[config.mk]
export PLATFORM = sky130hd
export DESIGN_NAME = tes_smul
export DESIGN_NICKNAME = d
export VERILOG_FILES = /design/src/tes_pkg.sv /design/src/tes_smul.sv
export SDC_FILE = /design/constraint.sdc
export NUM_CORES = 2
export LEC_CHECK = 0
export BUFFER_PORTS_ARGS = -buffer_cell sky130_fd_sc_hd__buf_4
export CORE_MARGIN = 5
export CORE_UTILIZATION = 30
export DETAILED_ROUTE_END_ITERATION = 10
export PLACE_DENSITY = 0.43
export SETUP_SLACK_MARGIN = 0.4
export SLEW_MARGIN = 10
export SYNTH_ARGS = -nofsm -noshare
export SYNTH_HDL_FRONTEND = slang
export SYNTH_SLANG_ARGS = --single-unit
[constraint.sdc]
create_clock -name i_clk -period 16 [get_ports i_clk]
set_clock_uncertainty 0.15 [all_clocks]
set_input_delay 0 -clock i_clk [delete_from_list [all_inputs] [get_ports i_clk]]
set_output_delay 0 -clock i_clk [all_outputs]
set_load 0.02 [all_outputs]
[src/tes_pkg.sv]
// ----------------------------------------------------------------------------
// tes_pkg
// Shared widths and codes for the plane triangle stiffness pipeline.
// ----------------------------------------------------------------------------
package tes_pkg;

    localparam int FRAC_BITS_DEF = 16;

    // multiplier chunking, divider quotient width
    localparam int CHUNK_W = 32;
    localparam int QW      = 64;
    localparam int DIV_LAT = QW + 1;
    localparam int MUL_LAT = 3;

    // datapath widths
    localparam int COORD_W = 32;
    localparam int DIFF_W  = 33;
    localparam int VEC_W   = 34;
    localparam int MAT_W   = 48;
    localparam int THICK_W = 32;
    localparam int DET_W   = 67;
    localparam int G_W     = 83;   // C * column of Bn
    localparam int K_W     = 118;  // Bn' * C * Bn entry
    localparam int N_W     = 151;  // thickness * entry
    localparam int NUM_W   = 152;  // magnitude plus rounding half
    localparam int ENTRY_W = 64;
    localparam int ROWS    = 6;

    localparam logic [2:0] ROW_LAST = 3'd5;

    // configuration register indexes
    localparam logic [2:0] CFG_THICK = 3'd0;
    localparam logic [2:0] CFG_C11   = 3'd1;
    localparam logic [2:0] CFG_C12   = 3'd2;
    localparam logic [2:0] CFG_C13   = 3'd3;
    localparam logic [2:0] CFG_C22   = 3'd4;
    localparam logic [2:0] CFG_C23   = 3'd5;
    localparam logic [2:0] CFG_C33   = 3'd6;

endpackage

[src/tes_smul.sv]
// ----------------------------------------------------------------------------
// tes_smul
// Three-stage signed multiplier: magnitudes, 32x32 partial products, sum.
// ----------------------------------------------------------------------------
module tes_smul #(
    parameter int AW = 34,
    parameter int BW = 48
) (
    input  logic                 i_clk,
    input  logic                 i_en,
    input  logic signed [AW-1:0] i_a,
    input  logic signed [BW-1:0] i_b,
    output logic signed [AW+BW-1:0] o_p
);
    localparam int CW = tes_pkg::CHUNK_W;
    localparam int NA = (AW + CW - 1) / CW;
    localparam int NB = (BW + CW - 1) / CW;
    localparam int PW = AW + BW;
    localparam int SW = (NA + NB) * CW;

    logic [AW-1:0]      n_ma;
    logic [BW-1:0]      n_mb;
    logic [NA*CW-1:0]   r_ma;
    logic [NB*CW-1:0]   r_mb;
    logic               r_neg1;
    logic               r_neg2;
    logic [2*CW-1:0]    r_pp [NA][NB];
    logic [SW-1:0]      n_sum;
    logic [PW-1:0]      n_mag;
    logic signed [PW-1:0] r_p;

    assign n_ma = i_a[AW-1] ? AW'(-i_a) : AW'(i_a);
    assign n_mb = i_b[BW-1] ? BW'(-i_b) : BW'(i_b);

    always_ff @(posedge i_clk) begin
        if (i_en) begin
            r_ma   <= (NA*CW)'(n_ma);
            r_mb   <= (NB*CW)'(n_mb);
            r_neg1 <= i_a[AW-1] ^ i_b[BW-1];
            r_neg2 <= r_neg1;
            for (int i = 0; i < NA; i++) begin
                for (int j = 0; j < NB; j++) begin
                    r_pp[i][j] <= r_ma[i*CW +: CW] * r_mb[j*CW +: CW];
                end
            end
            r_p <= r_neg2 ? -$signed(n_mag) : $signed(n_mag);
        end
    end

    always_comb begin
        n_sum = '0;
        for (int i = 0; i < NA; i++) begin
            for (int j = 0; j < NB; j++) begin
                n_sum = n_sum + (SW'(r_pp[i][j]) << (CW * (i + j)));
            end
        end
    end

    assign n_mag = n_sum[PW-1:0];
    assign o_p   = r_p;

endmodule

* Word-level counts from Yosys, hierarchy flattened
Memories as Yosys holds them, arrays and structs flattened.
Index checks and enable logic that the tools add are counted.
** Word-level totals
- Bits in registers :: 166
- RAM bits :: 224
- Input port bits :: 84
- Output and inout bits :: 82
- Word-level logic and storage cells :: 24
- Memories :: 1
** Memories
- r_pp :: depth 2, width 112, rd ports 2, clocked after Yosys merged registers in 0, wr ports 2, RTL line tes_smul.sv:27 : logic [2*CW-1:0] r_pp [NA][NB];
** Operators by class
- Add/sub/neg operators :: 6
- Multipliers :: 4
- Muxes and demuxes :: 5
- Bitwise gates (word level) :: 1
** Operator list (count)
- 82-bit adder :: 2
- 64-bit by 82-bit adder with 82-bit output :: 1
- 82-bit two-way mux :: 1
- 82-bit negation :: 1
- 32-bit by 32-bit multiplier with 64-bit output :: 1
- 32-bit by 16-bit multiplier with 48-bit output :: 1
- 48-bit negation :: 1
- 47-bit two-way mux :: 1
- 2-bit by 32-bit multiplier with 34-bit output :: 1
- 34-bit negation :: 1
- 33-bit two-way mux :: 1
- 2-bit by 16-bit multiplier with 18-bit output :: 1
- 1-bit two-way mux :: 2
- 1-bit XOR :: 1

* Logic depth before layout (Yosys ltp)
An unclocked memory read counts as a cell.
- Depth after elaboration :: 6
- Gate-level depth with buffers :: 31
- Mapped depth without buffers :: 29

* Worst setup path before layout
Ideal clock, no wire load.
- Path kind :: register to register
- From :: register r_ma[9]
- To :: memory r_pp[0][111] (netlist name) (data pin)
- Library setup time :: 266 ps
- Data arrival time :: 7770 ps
- Data required time :: 15584 ps
- Setup slack :: 7814 ps
- Stages on the path, launching flop included :: 32
- Cells stage by stage :: edfxtp_1 clkbuf_1 clkbuf_1 nand2_1 fa_1 inv_1 fa_1 fa_1 inv_1 fa_1 inv_1 fa_1 inv_1 fa_1 inv_1 fa_1 inv_1 fa_1 inv_1 ha_1 clkbuf_1 a221oi_1 o21ai_0 a31oi_1 o211ai_1 a221o_1 a2bb2oi_1 a31oi_1 a211oi_1 o21ai_0 nor4_1 nor3_1
** RTL lines
- from (decl) :: RTL line tes_smul.sv:23 : logic [NA*CW-1:0] r_ma;
- from (signal assigned) :: RTL line tes_smul.sv:37 : r_ma <= (NA*CW)'(n_ma);
- to (decl) :: RTL line tes_smul.sv:27

==> impl_metrics.py <==
metrics = {
    "grt": {
        "antenna_found_initial": 22,
        "grt_pass1_wl_mm": 333,
        "grt_max_degree": 79,
        "grt_use_total": 0.182,
        "overflow": 0,
        "grt_pass1_vias": 53900,
    },
    "worst_setup_path": {
        "cp_slowest_cell": "buf_4",
        "cpMostUsedCell": "fa_1",
        "worstSetupStartpointType": "register",
        "timing.rr.start": "r_ma[15]",
        "critPathKind": "register to register",
        "worstSetupStartpoint": "r_ma[15]",
        "path_max_fanout": 48,
        "worst-r2r-cell-count": 28,
        "cp-end-kind": "register",
        "r2r_setup_slack_ps": 6450,
        "critPathRequiredTime_ps": 16270,
        "r2r-end": "r_pp[0][111]",
        "max_stage_delay_ps": 630,
        "critPathArrivalTime_ps": 9820,
    },
    "cts": {
        "ctsHtreeMaxLevel": 2,
        "path_clk_slew_ps": 70,
        "numCtsBuffers": 48,
        "clock_sinks": 330,
        "root_buffer": "clkbuf_16",
        "clk_path_buf_depth": 3,
        "cts_tree": "yes",
        "clkLatencyLatePin_ps": 680,
        "cts_setup_buffers": 0,
    },
    "die": {
        "die_y_microns": 488,
        "core_area_sq_um": 227000,
        "rows": 175,
        "start_util": 0.302,
        "ios": 166,
        "die_w_microns": 488,
        "die_area_sq_um": 239000,
    },
    "detailed_routing": {
        "dr_total_vias": 49100,
        "firstDrtPassIters": 5,
        "wl_per_cell_microns": 20.7,
        "vias_per_cell": 4.75,
        "final_antenna_net_count": 0,
        "drt_wl_total_mm": 214,
        "drtIter0Drc": 3050,
        "drc_errors": 0,
    },
    "placed_design": {
        "place.gp.congestion": 0.838,
        "dp.cells": 10100,
        "hpwl_mm": 160,
        "io_buffer_count": 165,
    },
    "synthesis": {
        "synth_common_cells": "1351 x fa_1, 1293 x inv_1, 978 x nand2_1",
        "yosysTopAreaCell": "fa_1",
        "ys_seq_area_frac": 0.144,
        "synth_edf_count": 330,
        "ys.flop_type": "edfxtp_1",
        "ys_warn_count": 0,
        "synth_top_area_share": 0.394,
        "syn_area_sq_um": 68700,
        "synthCells": 7174,
        "synth.avg_cell_area_sq_um": 9.57,
        "syn_nets": 9103,
        "ys_types": 94,
        "synth_most_common_cell": "fa_1",
        "yosys-top-cells-area": "fa_1 39%, edfxtp_1 14%, ha_1 9.0%",
        "ys_seq_elements": 330,
        "async_reset_ff_frac": 0,
    },
    "sta": {
        "tightest_slew_ps": 1160,
        "fin_crit_sh": 0.597,
        "fmax_mhz": 105,
        "timing.slew.headroom": 0.225,
        "slew_viol_final": 0,
        "setup_viol_count_final": 0,
        "fin_tns_setup_ps": 0,
        "fin_crit_ps": 9550,
        "finalHoldViolCount": 0,
        "grt_setup_unrepaired": "false",
    },
    "final_layout": {
        "nFillCells": 23500,
        "final_layout_size_suffix_gt1_frac": 0.0551,
        "areaGrowthSynthToFinish_pct": 11.4,
        "instances_no_fill": 10300,
        "nNetsFinal": 9205,
    },
    "hold_path": {
        "hold_start": "i_b[46]",
        "hold_path_class": "input pin to register",
        "hold_path_end": "r_mb[46]",
        "holdPathStages": 3,
    },
    "job": {
        "cap_viol_max_count": 0,
    },
    "status": {
        "outcome": "completed",
    },
}
==> critical path: cells and delay by family (launching register included) <==
family | cells | cell delay, ps
adder cells (fa/ha/maj) | 9 | 4210
buffers and inverters | 7 | 970
AND/OR/NAND/NOR | 3 | 620
flip-flops | 1 | 330
AO/OA/AOI/OAI | 9 | 3020
==> cell families (layout without fill, tap and decap cells) <==
logic type,count (synthesis),after routing,share of synthesized area
compound gates,728,728,0.0703
xor+xnor,340,340,0.0434
fa+ha+maj,1845,1845,0.484
buf+inv,1683,1825,0.0924
flops,330,330,0.144
mux,1,1,0.000146
other cells,0,5,0
simple gates,2247,2247,0.165
==> cells in the final DEF, fill, tap and decap left out, types with 11 or more instances in the layout <==
| cell type | n |
|---|---|
| a21boi_0 | 11 |
| nand2_1 | 978 |
| buf_4 | 254 |
| edfxtp_1 | 330 |
| o211ai_1 | 14 |
| a21oi_1 | 185 |
| or3_1 | 39 |
| xnor2_1 | 268 |
| or4_1 | 20 |
| clkbuf_16 | 49 |
| nand3_1 | 46 |
| nor2_1 | 130 |
| and2_1 | 832 |
| a211oi_1 | 24 |
| o41ai_1 | 14 |
| nand2b_1 | 30 |
| fa_1 | 1351 |
| nor2b_1 | 22 |
| or2_2 | 15 |
| nor3_1 | 39 |
| nand4_1 | 26 |
| nor4_1 | 11 |
| o21a_1 | 29 |
| ha_1 | 494 |
| o31ai_1 | 52 |
| o21ai_0 | 150 |
| inv_1 | 1293 |
| dlygate4sd3_1 | 183 |
| and3_1 | 13 |
| a21o_1 | 109 |
| o21bai_1 | 24 |
| xor2_1 | 72 |
| a31oi_1 | 21 |
==> state kept, by name, indices dropped and copies added (netlist names) <==
register,cells
o_p,82
r_ma,34
r_mb,48
r_neg1,1
r_neg2,1
r_pp,164
==> final cells by class <==
type / instances / area [sq um] / area share
diodes: 5 / 12.5 / 0.000164
clock buffers: 54 / 1240 / 0.0163
clock inverters: 36 / 518 / 0.00677
inverters: 1296 / 4860 / 0.0636
multi-input cells: 5161 / 52400 / 0.685
flip-flops and latches: 330 / 9910 / 0.130
well taps: 3009 / 3760 / 0.0492
repair buffers: 439 / 3780 / 0.0494
==> metal layers <==
metal | vias to the layer above | part of all wire | track usage
met2 | 1078 | 0.45 | 0.290
met4 | 4 | 0.017 | 0.0311
li1 | 22300 | - | -
met3 | 177 | 0.055 | 0.0279
met5 | - | 0.000098 | 0
met1 | 25500 | 0.48 | 0.266
==> worst max-delay path by stage <==
stage / to / cells after the start
after global placement: r_pp[0][111] / 27
after floorplan: r_pp[0][111] / 31
after CTS: r_pp[0][111] / 27
after detailed placement: r_pp[0][111] / 27
after global routing: r_pp[0][111] / 28
final: r_pp[0][111] / 28
==> stage by stage <==
stage | hold WS [ps] | cell area [sq um] | setup WS [ps] | util
finish | 57.5 | 76500 | 6450 | 0.336
detailed placement | 71.5 | 72900 | 6110 | 0.320
global route | 38.0 | 76500 | 5850 | 0.336
global placement | 75.4 | 72900 | 6000 | 0.320
floorplan | -51.1 | 68700 | 7810 | -
CTS | 3.77 | 76500 | 6150 | 0.336
==> timing repair <==
item / in CTS / in global routing
endpoints found under the hold margin: 158 / 0
hold buffers: 183 / 0
gates resized for setup: 0 / 0
Power is left out: the tool's default activity adds up to more than one toggle a clock period on the data nets, which glitch-free logic cannot reach.
